File: config.mk
export PLATFORM = sky130hd
export DESIGN_NAME = masked_byte_pattern_scan_core_flat
export DESIGN_NICKNAME = d
export VERILOG_FILES = /design/src/rtl/core/mbps_pkg.sv /design/src/rtl/core/mbps_byte_if.sv /design/src/rtl/core/mbps_result_if.sv /design/src/rtl/core/mbps_front.sv /design/src/rtl/core/mbps_queue.sv /design/src/rtl/core/mbps_back.sv /design/src/rtl/core/masked_byte_pattern_scan_core.sv /design/src/flat_wrapper.sv
export SDC_FILE = /design/constraint.sdc
export NUM_CORES = 2
export LEC_CHECK = 0
export ABC_AREA = 1
export BUFFER_PORTS_ARGS = -buffer_cell sky130_fd_sc_hd__buf_2
export CORE_MARGIN = 3
export CORE_UTILIZATION = 45
export CTS_CLUSTER_DIAMETER = 30
export CTS_CLUSTER_SIZE = 24
export DETAILED_ROUTE_END_ITERATION = 8
export PLACE_DENSITY_LB_ADDON = 0.3
export SYNTH_ARGS = -nofsm -noshare
export SYNTH_HDL_FRONTEND = slang
export SYNTH_SLANG_ARGS = --single-unit
File: constraint.sdc
create_clock -name clk -period 10.8 [get_ports clk]
set_input_delay 2.16 -clock clk [delete_from_list [all_inputs] [get_ports clk]]
set_output_delay 2.16 -clock clk [all_outputs]
set_load 0.1 [all_outputs]
File: src/rtl/core/mbps_pkg.sv
// ----------------------------------------------------------------------------
// mbps_pkg: shared types and constants of the masked byte pattern scan
// Field widths, configuration register indexes, queue entry and config bundle.
// ----------------------------------------------------------------------------
package mbps_pkg;

	// window and pattern sizes
	localparam int MAX_PATTERN_BYTES = 32;
	localparam int PATTERN_REG_BYTES = 32;
	localparam int LEN_CAP = (MAX_PATTERN_BYTES < PATTERN_REG_BYTES) ?
		MAX_PATTERN_BYTES : PATTERN_REG_BYTES;
	localparam int LEN_W = $clog2(LEN_CAP + 1);
	localparam int SHIFT_W = (LEN_CAP > 1) ? $clog2(LEN_CAP) : 1;

	// payload widths
	localparam int BYTE_W = 8;
	localparam int ADDR_W = 32;

	// configuration port
	localparam int CFG_IDX_W = 4;
	localparam int CFG_DATA_W = 64;
	localparam int PLEN_W = 6;
	localparam int OFFSET_W = 8;

	// queue between front and back
	localparam int QUEUE_DEPTH = 2;
	localparam int QPTR_W = $clog2(QUEUE_DEPTH);

	typedef enum logic [CFG_IDX_W-1:0] {
		REG_PATTERN_LOW      = 4'd0,
		REG_PATTERN_MID_LOW  = 4'd1,
		REG_PATTERN_MID_HIGH = 4'd2,
		REG_PATTERN_HIGH     = 4'd3,
		REG_CARE_MASK        = 4'd4,
		REG_PATTERN_LENGTH   = 4'd5,
		REG_SCAN_BASE        = 4'd6,
		REG_RESULT_OFFSET    = 4'd7
	} cfg_reg_t;

	// configuration register bundle
	typedef struct packed {
		logic [PATTERN_REG_BYTES*BYTE_W-1:0] pattern;
		logic [PATTERN_REG_BYTES-1:0]        care_mask;
		logic [PLEN_W-1:0]                   pattern_length;
		logic [ADDR_W-1:0]                   scan_base;
		logic [OFFSET_W-1:0]                 result_offset;
	} cfg_t;

	// one classified byte, handed from front to back
	typedef struct packed {
		logic              hit;
		logic              last;
		logic [ADDR_W-1:0] start;
	} scan_entry_t;

endpackage

File: src/rtl/core/mbps_byte_if.sv
// ----------------------------------------------------------------------------
// mbps_byte_if: byte stream channel
// Valid/ready channel carrying one streamed byte and its end-of-range mark.
// ----------------------------------------------------------------------------
interface mbps_byte_if import mbps_pkg::*; ();
	logic              valid;
	logic              ready;
	logic [BYTE_W-1:0] data_byte;
	logic              last_byte;

	modport source (output valid, output data_byte, output last_byte, input ready);
	modport sink (input valid, input data_byte, input last_byte, output ready);
endinterface

File: src/rtl/core/mbps_result_if.sv
// ----------------------------------------------------------------------------
// mbps_result_if: scan result channel
// Valid/ready channel carrying the found flag and the match address.
// ----------------------------------------------------------------------------
interface mbps_result_if import mbps_pkg::*; ();
	logic              valid;
	logic              ready;
	logic              found;
	logic [ADDR_W-1:0] match_address;

	modport source (output valid, output found, output match_address, input ready);
	modport sink (input valid, input found, input match_address, output ready);
endinterface

File: src/rtl/core/mbps_front.sv
// ----------------------------------------------------------------------------
// mbps_front: byte window and parallel pattern compare
// Shifts accepted bytes into the window, then compares every window position
// against the length-aligned masked pattern and hands the entry, with its hit flag, onward.
// ----------------------------------------------------------------------------
module mbps_front import mbps_pkg::*; (
	input  logic            clk,
	input  logic            arst_n,
	input  cfg_t            cfg,
	mbps_byte_if.sink       byte_in,
	output logic            push,
	output scan_entry_t     push_entry,
	input  logic            queue_full
);

	logic [BYTE_W-1:0]                   window_q [MAX_PATTERN_BYTES];
	logic [ADDR_W-1:0]                   seen_q;
	logic                                clr_q;
	logic                                v_s1;
	logic                                last_s1;
	logic                                take;
	logic [LEN_W-1:0]                    len;
	logic [LEN_W:0]                      sh_full;
	logic [SHIFT_W-1:0]                  sh;
	logic [PATTERN_REG_BYTES*BYTE_W-1:0] pat_rev;
	logic [PATTERN_REG_BYTES-1:0]        mask_rev;
	logic [PATTERN_REG_BYTES*BYTE_W-1:0] pat_al;
	logic [PATTERN_REG_BYTES-1:0]        mask_al;
	logic                                match;
	logic [ADDR_W-1:0]                   len_ext;

	// stage 1 moves on when the queue takes its entry
	assign push = v_s1 && !queue_full;
	assign take = byte_in.valid && byte_in.ready;
	assign byte_in.ready = !v_s1 || push;

	// effective pattern length, clamped to 1..LEN_CAP
	always_comb begin
		if (cfg.pattern_length == '0) begin
			len = LEN_W'(1);
		end else if (32'(cfg.pattern_length) > LEN_CAP) begin
			len = LEN_W'(LEN_CAP);
		end else begin
			len = LEN_W'(cfg.pattern_length);
		end
		sh_full = (LEN_W+1)'(PATTERN_REG_BYTES) - (LEN_W+1)'(len);
		sh = sh_full[SHIFT_W-1:0];
		len_ext = ADDR_W'(len);
	end

	// reverse the pattern, then shift so pattern byte len-1-j lines up with window j
	always_comb begin
		for (int j = 0; j < PATTERN_REG_BYTES; j++) begin
			pat_rev[BYTE_W*j +: BYTE_W] =
				cfg.pattern[BYTE_W*(PATTERN_REG_BYTES-1-j) +: BYTE_W];
			mask_rev[j] = cfg.care_mask[PATTERN_REG_BYTES-1-j];
		end
		pat_al = pat_rev >> {sh, 3'b000};
		mask_al = mask_rev >> sh;
	end

	// masked compare of all window positions at once
	always_comb begin
		match = seen_q >= len_ext;
		for (int j = 0; j < LEN_CAP; j++) begin
			if (mask_al[j] && (window_q[j] != pat_al[BYTE_W*j +: BYTE_W])) begin
				match = 1'b0;
			end
		end
		push_entry.hit = match;
		push_entry.last = last_s1;
		push_entry.start = seen_q - len_ext;
	end

	// window shift; stale bytes after a range end sit beyond the seen count
	always_ff @(posedge clk) begin
		if (take) begin
			window_q[0] <= byte_in.data_byte;
			for (int i = 1; i < MAX_PATTERN_BYTES; i++) begin
				window_q[i] <= window_q[i-1];
			end
		end
	end

	// byte count, range restart and stage valid
	always_ff @(posedge clk or negedge arst_n) begin
		if (!arst_n) begin
			seen_q <= '0;
			clr_q <= 1'b0;
			v_s1 <= 1'b0;
			last_s1 <= 1'b0;
		end else begin
			if (take) begin
				if (clr_q) begin
					seen_q <= ADDR_W'(1);
				end else if (seen_q != '1) begin
					seen_q <= seen_q + ADDR_W'(1);
				end
				clr_q <= byte_in.last_byte;
				last_s1 <= byte_in.last_byte;
				v_s1 <= 1'b1;
			end else if (push) begin
				v_s1 <= 1'b0;
			end
		end
	end

endmodule

File: src/rtl/core/mbps_queue.sv
// ----------------------------------------------------------------------------
// mbps_queue: short entry queue
// Two-entry first-in first-out buffer between the front and the back.
// ----------------------------------------------------------------------------
module mbps_queue import mbps_pkg::*; (
	input  logic        clk,
	input  logic        arst_n,
	input  logic        push,
	input  scan_entry_t push_entry,
	output logic        full,
	input  logic        pop,
	output logic        not_empty,
	output scan_entry_t head
);

	scan_entry_t        mem_q [QUEUE_DEPTH];
	logic [QPTR_W-1:0]  wr_q;
	logic [QPTR_W-1:0]  rd_q;
	logic [QPTR_W:0]    count_q;

	assign full = count_q == (QPTR_W+1)'(QUEUE_DEPTH);
	assign not_empty = count_q != '0;
	assign head = mem_q[rd_q];

	// entry storage
	always_ff @(posedge clk) begin
		if (push) begin
			mem_q[wr_q] <= push_entry;
		end
	end

	// pointers and fill count
	always_ff @(posedge clk or negedge arst_n) begin
		if (!arst_n) begin
			wr_q <= '0;
			rd_q <= '0;
			count_q <= '0;
		end else begin
			if (push) begin
				wr_q <= (32'(wr_q) == QUEUE_DEPTH - 1) ? '0 : wr_q + QPTR_W'(1);
			end
			if (pop) begin
				rd_q <= (32'(rd_q) == QUEUE_DEPTH - 1) ? '0 : rd_q + QPTR_W'(1);
			end
			if (push && !pop) begin
				count_q <= count_q + (QPTR_W+1)'(1);
			end else if (pop && !push) begin
				count_q <= count_q - (QPTR_W+1)'(1);
			end
		end
	end

endmodule

File: src/rtl/core/mbps_back.sv
// ----------------------------------------------------------------------------
// mbps_back: result decision and output register
// Tracks whether the range already reported a match, forms the address and
// holds the result until the sink takes it.
// ----------------------------------------------------------------------------
module mbps_back import mbps_pkg::*; (
	input  logic            clk,
	input  logic            arst_n,
	input  cfg_t            cfg,
	input  logic            not_empty,
	input  scan_entry_t     head,
	output logic            pop,
	mbps_result_if.source   result_out
);

	logic              done_q;
	logic              out_v_q;
	logic              found_q;
	logic [ADDR_W-1:0] addr_q;
	logic              emit_hit;
	logic              emit_miss;
	logic              emit;
	logic              out_free;
	logic [ADDR_W-1:0] addr_c;

	// decision for the head entry
	always_comb begin
		emit_hit = !done_q && head.hit;
		emit_miss = !done_q && !head.hit && head.last;
		emit = emit_hit || emit_miss;
		out_free = !out_v_q || result_out.ready;
		pop = not_empty && (!emit || out_free);
		addr_c = cfg.scan_base + head.start + ADDR_W'(cfg.result_offset);
	end

	assign result_out.valid = out_v_q;
	assign result_out.found = found_q;
	assign result_out.match_address = addr_q;

	// result payload
	always_ff @(posedge clk) begin
		if (pop && emit) begin
			found_q <= emit_hit;
			addr_q <= emit_hit ? addr_c : '0;
		end
	end

	// range state and output valid
	always_ff @(posedge clk or negedge arst_n) begin
		if (!arst_n) begin
			done_q <= 1'b0;
			out_v_q <= 1'b0;
		end else begin
			if (pop) begin
				if (head.last) begin
					done_q <= 1'b0;
				end else if (emit_hit) begin
					done_q <= 1'b1;
				end
			end
			if (pop && emit) begin
				out_v_q <= 1'b1;
			end else if (result_out.ready) begin
				out_v_q <= 1'b0;
			end
		end
	end

endmodule

File: src/rtl/core/masked_byte_pattern_scan_core.sv
// ----------------------------------------------------------------------------
// masked_byte_pattern_scan_core: masked byte pattern scan, top level
// Holds the configuration registers and joins front, queue and back.
//
//   port        dir   contents
//   byte_in     sink  data_byte, last_byte
//   result_out  src   found, match_address
//   cfg_*       in    write enable, register index, 64-bit write data
//
// One byte per cycle while the output does not stall; a byte's result passes the
// front's stage register, the queue and the output register before it is offered.
// The front compares all window positions at once; the back decides combinationally.
// Reset clears the window count, output valid and registers (pattern length 1).
// Output stalls back up through the two-entry queue before the input stalls.
// ----------------------------------------------------------------------------
module masked_byte_pattern_scan_core import mbps_pkg::*; (
	input  logic                  clk,
	input  logic                  arst_n,
	input  logic                  cfg_we,
	input  logic [CFG_IDX_W-1:0]  cfg_index,
	input  logic [CFG_DATA_W-1:0] cfg_data,
	mbps_byte_if.sink             byte_in,
	mbps_result_if.source         result_out
);

	cfg_t        cfg_q;
	logic        push;
	logic        full;
	logic        pop;
	logic        not_empty;
	scan_entry_t push_entry;
	scan_entry_t head;

	// configuration register writes
	always_ff @(posedge clk or negedge arst_n) begin
		if (!arst_n) begin
			cfg_q.pattern <= '0;
			cfg_q.care_mask <= '0;
			cfg_q.pattern_length <= PLEN_W'(1);
			cfg_q.scan_base <= '0;
			cfg_q.result_offset <= '0;
		end else if (cfg_we) begin
			case (cfg_index)
				REG_PATTERN_LOW: cfg_q.pattern[0 +: CFG_DATA_W] <= cfg_data;
				REG_PATTERN_MID_LOW: cfg_q.pattern[CFG_DATA_W +: CFG_DATA_W] <= cfg_data;
				REG_PATTERN_MID_HIGH: cfg_q.pattern[2*CFG_DATA_W +: CFG_DATA_W] <= cfg_data;
				REG_PATTERN_HIGH: cfg_q.pattern[3*CFG_DATA_W +: CFG_DATA_W] <= cfg_data;
				REG_CARE_MASK: cfg_q.care_mask <= cfg_data[PATTERN_REG_BYTES-1:0];
				REG_PATTERN_LENGTH: cfg_q.pattern_length <= cfg_data[PLEN_W-1:0];
				REG_SCAN_BASE: cfg_q.scan_base <= cfg_data[ADDR_W-1:0];
				REG_RESULT_OFFSET: cfg_q.result_offset <= cfg_data[OFFSET_W-1:0];
				default: begin
				end
			endcase
		end
	end

	mbps_front u_front (
		.clk        (clk),
		.arst_n     (arst_n),
		.cfg        (cfg_q),
		.byte_in    (byte_in),
		.push       (push),
		.push_entry (push_entry),
		.queue_full (full)
	);

	mbps_queue u_queue (
		.clk        (clk),
		.arst_n     (arst_n),
		.push       (push),
		.push_entry (push_entry),
		.full       (full),
		.pop        (pop),
		.not_empty  (not_empty),
		.head       (head)
	);

	mbps_back u_back (
		.clk        (clk),
		.arst_n     (arst_n),
		.cfg        (cfg_q),
		.not_empty  (not_empty),
		.head       (head),
		.pop        (pop),
		.result_out (result_out)
	);

endmodule
File: src/flat_wrapper.sv
// flat-port wrapper written by rule: the top's interface ports become plain ports
module masked_byte_pattern_scan_core_flat import mbps_pkg::*;
  (clk, arst_n, cfg_we, cfg_index, cfg_data, byte_in_valid, byte_in_data_byte, byte_in_last_byte, byte_in_ready, result_out_valid, result_out_found, result_out_match_address, result_out_ready);
  mbps_byte_if byte_in_i ();
  mbps_result_if result_out_i ();
  input  logic clk;
  input  logic arst_n;
  input  logic cfg_we;
  input  logic [CFG_IDX_W-1:0] cfg_index;
  input  logic [CFG_DATA_W-1:0] cfg_data;
  input wire logic [$bits(byte_in_i.valid)-1:0] byte_in_valid;
  input wire logic [$bits(byte_in_i.data_byte)-1:0] byte_in_data_byte;
  input wire logic [$bits(byte_in_i.last_byte)-1:0] byte_in_last_byte;
  output wire logic [$bits(byte_in_i.ready)-1:0] byte_in_ready;
  output wire logic [$bits(result_out_i.valid)-1:0] result_out_valid;
  output wire logic [$bits(result_out_i.found)-1:0] result_out_found;
  output wire logic [$bits(result_out_i.match_address)-1:0] result_out_match_address;
  input wire logic [$bits(result_out_i.ready)-1:0] result_out_ready;
  assign byte_in_i.valid = byte_in_valid;
  assign byte_in_i.data_byte = byte_in_data_byte;
  assign byte_in_i.last_byte = byte_in_last_byte;
  assign byte_in_ready = byte_in_i.ready;
  assign result_out_valid = result_out_i.valid;
  assign result_out_found = result_out_i.found;
  assign result_out_match_address = result_out_i.match_address;
  assign result_out_i.ready = result_out_ready;
  masked_byte_pattern_scan_core u_core (.clk(clk), .arst_n(arst_n), .cfg_we(cfg_we), .cfg_index(cfg_index), .cfg_data(cfg_data), .byte_in(byte_in_i), .result_out(result_out_i));
endmodule
==> impl_metrics.csv <==
group,metric,value,unit
sta,timing.max_slew.rel_slack,18.78,%
sta,tightestPinTransition,1.209,ns
global_route,grt_overflow,0,
setup_path,category_of_cells_accounting_for_the_largest_share_of_critical_path_delay,"simple AND/OR/NAND/NOR gates",
logic_synthesis,synth.top_cells.by_count,"nand2_1, nand3_1, inv_1",
routing,via_cell_ratio,5.877,
setup_path,worst_setup_path_end_kind,"register",
sta,fin_skew,0.06671,ns
global_route,grt_usage,32.45,%
setup_path,worst_path_largest_cell_delay,0.79,ns
placement,gp_congestion,1.097,
logic_synthesis,yosys-mux-area-fraction,0.1426,%
logic_synthesis,post_synth_inst_count,7079,
finish,post-route-cell-area,56150,sq um
routing,drt_pass1_iterations,7,
clock_tree,cts_hold_repair.buffers,0,
clock_tree,cts_repair_resize_count,0,
clock_tree,cts_buffer_depth,3,
hold_path,holdCritPathClass,"register to register",
routing,post-route-drc-count,0,
logic_synthesis,dominantRegCellSynth,"dfrtp_1",
floorplanning,core.rowCount,120,
floorplanning,die_area,113200,sq um
global_route,grt_first_pass_wirelength,279200,um
sta,hold_viol,0,
clock_tree,clock_transition_at_path_regs,0.05,ns
routing,starting_drc_count_in_detailed_routing,6952,
logic_synthesis,synth-simple-area-share,40.05,%
setup_path,critPathMaxFanout,104,
setup_path,worstPathRequired,11.36,ns
routing,antenna_left,0,
logic_synthesis,netlist.area_leader.share,21.81,%
finish,instances_no_fill,8530,
sta,finalCritPeriodShare,65.32,%
logic_synthesis,synth-xor-area-share,1.726,%
routing,wire_per_inst,21.81,um
logic_synthesis,number_of_flops_mapped_to_enable_cells_by_yosys,357,
clock_tree,tritoncts_clock_tree,"done",
logic_synthesis,netlist_top_cells_area,"edfxtp_1, nand2_1, dfrtp_1, nand3_1, o21ai_0",
logic_synthesis,synth_seq_area_share,40.86,%
finish,post-route-util,52.15,%
global_route,grt-busiest-layer,"met2",
finish,synthToLayoutAreaGrowth,14.25,%
placement,post_dp_cell_area,50130,sq um
routing,drt_wl_total,186000,um
logic_synthesis,synth-compound-area-share,7.389,%
floorplanning,coreArea,107700,sq um
setup_path,cp_common_cell,"nand2_1",
global_route,grt_start_max_net_pins,171,
global_route,grtUsageMet2,48.22,%
placement,post-place-cells,8213,
setup_path,worstPathArrival,7.62,ns
run,max-cap-violations,0,
floorplanning,die_h,336.5,um
setup_path,worst-path-buf-inv,5,
logic_synthesis,synthAdderAreaFrac,1.986,%
logic_synthesis,synth_cell_type_count,48,
clock_tree,cts-root-buf,"clkbuf_16",
setup_path,worst_setup_path_start_kind,"register",
sta,holdWs,0.4441,ns
logic_synthesis,yosys.area.top_type,"edfxtp_1",
sta,setup_tns,0,ns
clock_tree,clock_sinks,731,
floorplanning,die_w,336.5,um
floorplanning,floorplan.io_pins,117,
sta,min_period,7.055,ns
placement,hpwl,133400,um
floorplanning,initial_core_util,45.65,%
logic_synthesis,synth_top_family_by_area,"simple AND/OR/NAND/NOR gates",
logic_synthesis,mappedNetlistNets,7233,
sta,setup_viol,0,
global_route,first_global_vias,45550,
sta,grt_setup_unrepaired,"false",
global_route,grt.met3_usage,6.075,%
logic_synthesis,yosys.cell_count.top_type,"nand2_1",
power,leakagePower,26.61,nW
clock_tree,cts.repair_timing.setup_buffer_count,0,
sta,slew_violations,0,
finish,final_nets,7134,
clock_tree,number_of_levels_the_h_tree_was_split_into,4,
logic_synthesis,synth_async_sr_flop_share,51.16,%
run_status,outcome,"finished, final reports clean",
sta,max_frequency,0.1417,GHz
global_route,global_route.usage.met1,43.39,%
setup_path,path_class,"register to register",
finish,final_layout_size_suffix_gt1_share,6.738,%
logic_synthesis,ys_seq_elements,731,
placement,port_buffers,116,
clock_tree,clock_latency_reported_for_the_late_side_of_the_worst_skew_pair,0.81,ns
logic_synthesis,syn-cell-area,49140,sq um
power,ir_drop,0.3417,mV
setup_path,critical-path-slowest-cell,"nand2_8",
clock_tree,num_cts_buffers,168,
global_route,number_of_antenna_violations_at_the_first_check_in_global_routing,16,
power,power_density,360.9,nW/um^2
routing,route.vias.total,50130,
logic_synthesis,synth_area_per_cell,6.942,sq um
setup_path,ff2ff_setup_slack,3.75,ns
logic_synthesis,yosys_warnings,0,
==> layout by cell type, fill, tap and decap left out, drive strengths merged, types with 5 or more instances in the layout <==
master,synthesis,layout
a21oi,94,94
o211ai,15,15
nand2,2519,2519
buf,274,163
nand3,1604,1604
dfrtp,373,373
fa,10,10
inv,498,507
nor3,44,44
nand4,58,58
nor4,5,5
nand3b,81,81
o21bai,12,12
clkinv,3,57
nor2,219,219
a31oi,8,8
xor2,66,66
edfxtp,357,357
a21boi,5,5
o21ai,530,530
or2,10,10
xnor2,30,30
clkbuf,158,210
and2,5,5
clkinvlp,0,20
ha,62,62
bufinv,0,21
mux2i,7,7
o21a,14,14
==> registers in the layout, indices dropped and copies added (netlist names), 2 cells and up <==
name / flops
u_core.u_front.window_q: 256
u_core.cfg_q: 334
u_core.u_front.seen_q: 32
u_core.u_queue.mem_q: 68
u_core.u_queue.count_q: 2
u_core.u_back.result_out.match_address: 32
==> final cells by class <==
type / instances / area (sq um)
antenna: 3 / 7.507
clock inverter: 104 / 1479
multi-input combinational: 5415 / 25380
inverter: 501 / 1908
sequential: 731 / 20080
clock buffer: 210 / 4534
timing repair buffer: 163 / 1006
fill: 10350 / 51510
tap: 1403 / 1755
==> stage by stage <==
step                      total power, mW  worst slack [ns]
after floorplan                     11.62             1.319
after global placement              14.51             4.212
after detailed placement            14.62             4.177
after CTS                           20.00             4.053
after global routing                21.49             3.386
final                               20.26             3.745
==> worst register-to-register path, cell delays in order (launching register included) <==
cell	delay, ns
dfstp_2	0.40
nor2_1	0.22
nand3_4	0.63
nand2_8	0.82
inv_2	0.07
buf_4	0.34
ha_4	0.78
buf_4	0.61
buf_4	0.67
nand3_1	0.19
nand2_1	0.10
nand2_1	0.06
nand3_1	0.12
nand3_1	0.34
nand2_1	0.19
nand2_1	0.07
nand2_1	0.24
nand2_1	0.09
nor2_1	0.14
nand2_1	0.10
nand2_1	0.08
nand2_1	0.06
clkinv_1	0.05
nand2_1	0.05
nor2_1	0.14
nand2_1	0.07
nor2_1	0.18
==> per-layer routing <==
layer,vias to the layer above,share of wire [%]
li1,23410,-
met3,536,10
met1,23400,40
met5,-,0
met4,0,7.4
met2,2782,43
==> path summary, 6_finish.rpt <==
check	from	endpoint	cells after the start
worst min register to register	u_core.u_front.window_q[0][90]	u_core.u_front.window_q[0][98]	0
worst min-delay path	u_core.u_front.window_q[0][90]	u_core.u_front.window_q[0][98]	0
worst max register to register	u_core.cfg_q[40]	u_core.u_queue.mem_q[1][33]	26
min in group asynchronous	arst_n	u_core.cfg_q[129]	1
worst max-delay path	u_core.cfg_q[40]	u_core.u_queue.mem_q[1][33]	26
max in group asynchronous	arst_n	u_core.cfg_q[172]	3
==> kinds of logic (layout without fill, tap and decap cells) <==
group	Yosys count	in the layout
and+or+nand+nor	4548	4548
buffers and inverters	933	978
DFF	731	731
AOI/OAI and AO/OA	692	692
xor gates and xnor gates	96	96
adders and majority gates	72	72
muxes	7	7
other	0	3
==> where the power goes <==
group / internal, mW / leakage, nW / total [mW] / switching [mW]
Clock: 3.51 / 2.85 / 5.31 / 1.79
Sequential: 3.84 / 8.20 / 4.35 / 0.508
Combinational: 2.78 / 15.6 / 10.6 / 7.82
Total: 10.1 / 26.6 / 20.3 / 10.1
Power figures use the tool's default switching activity.
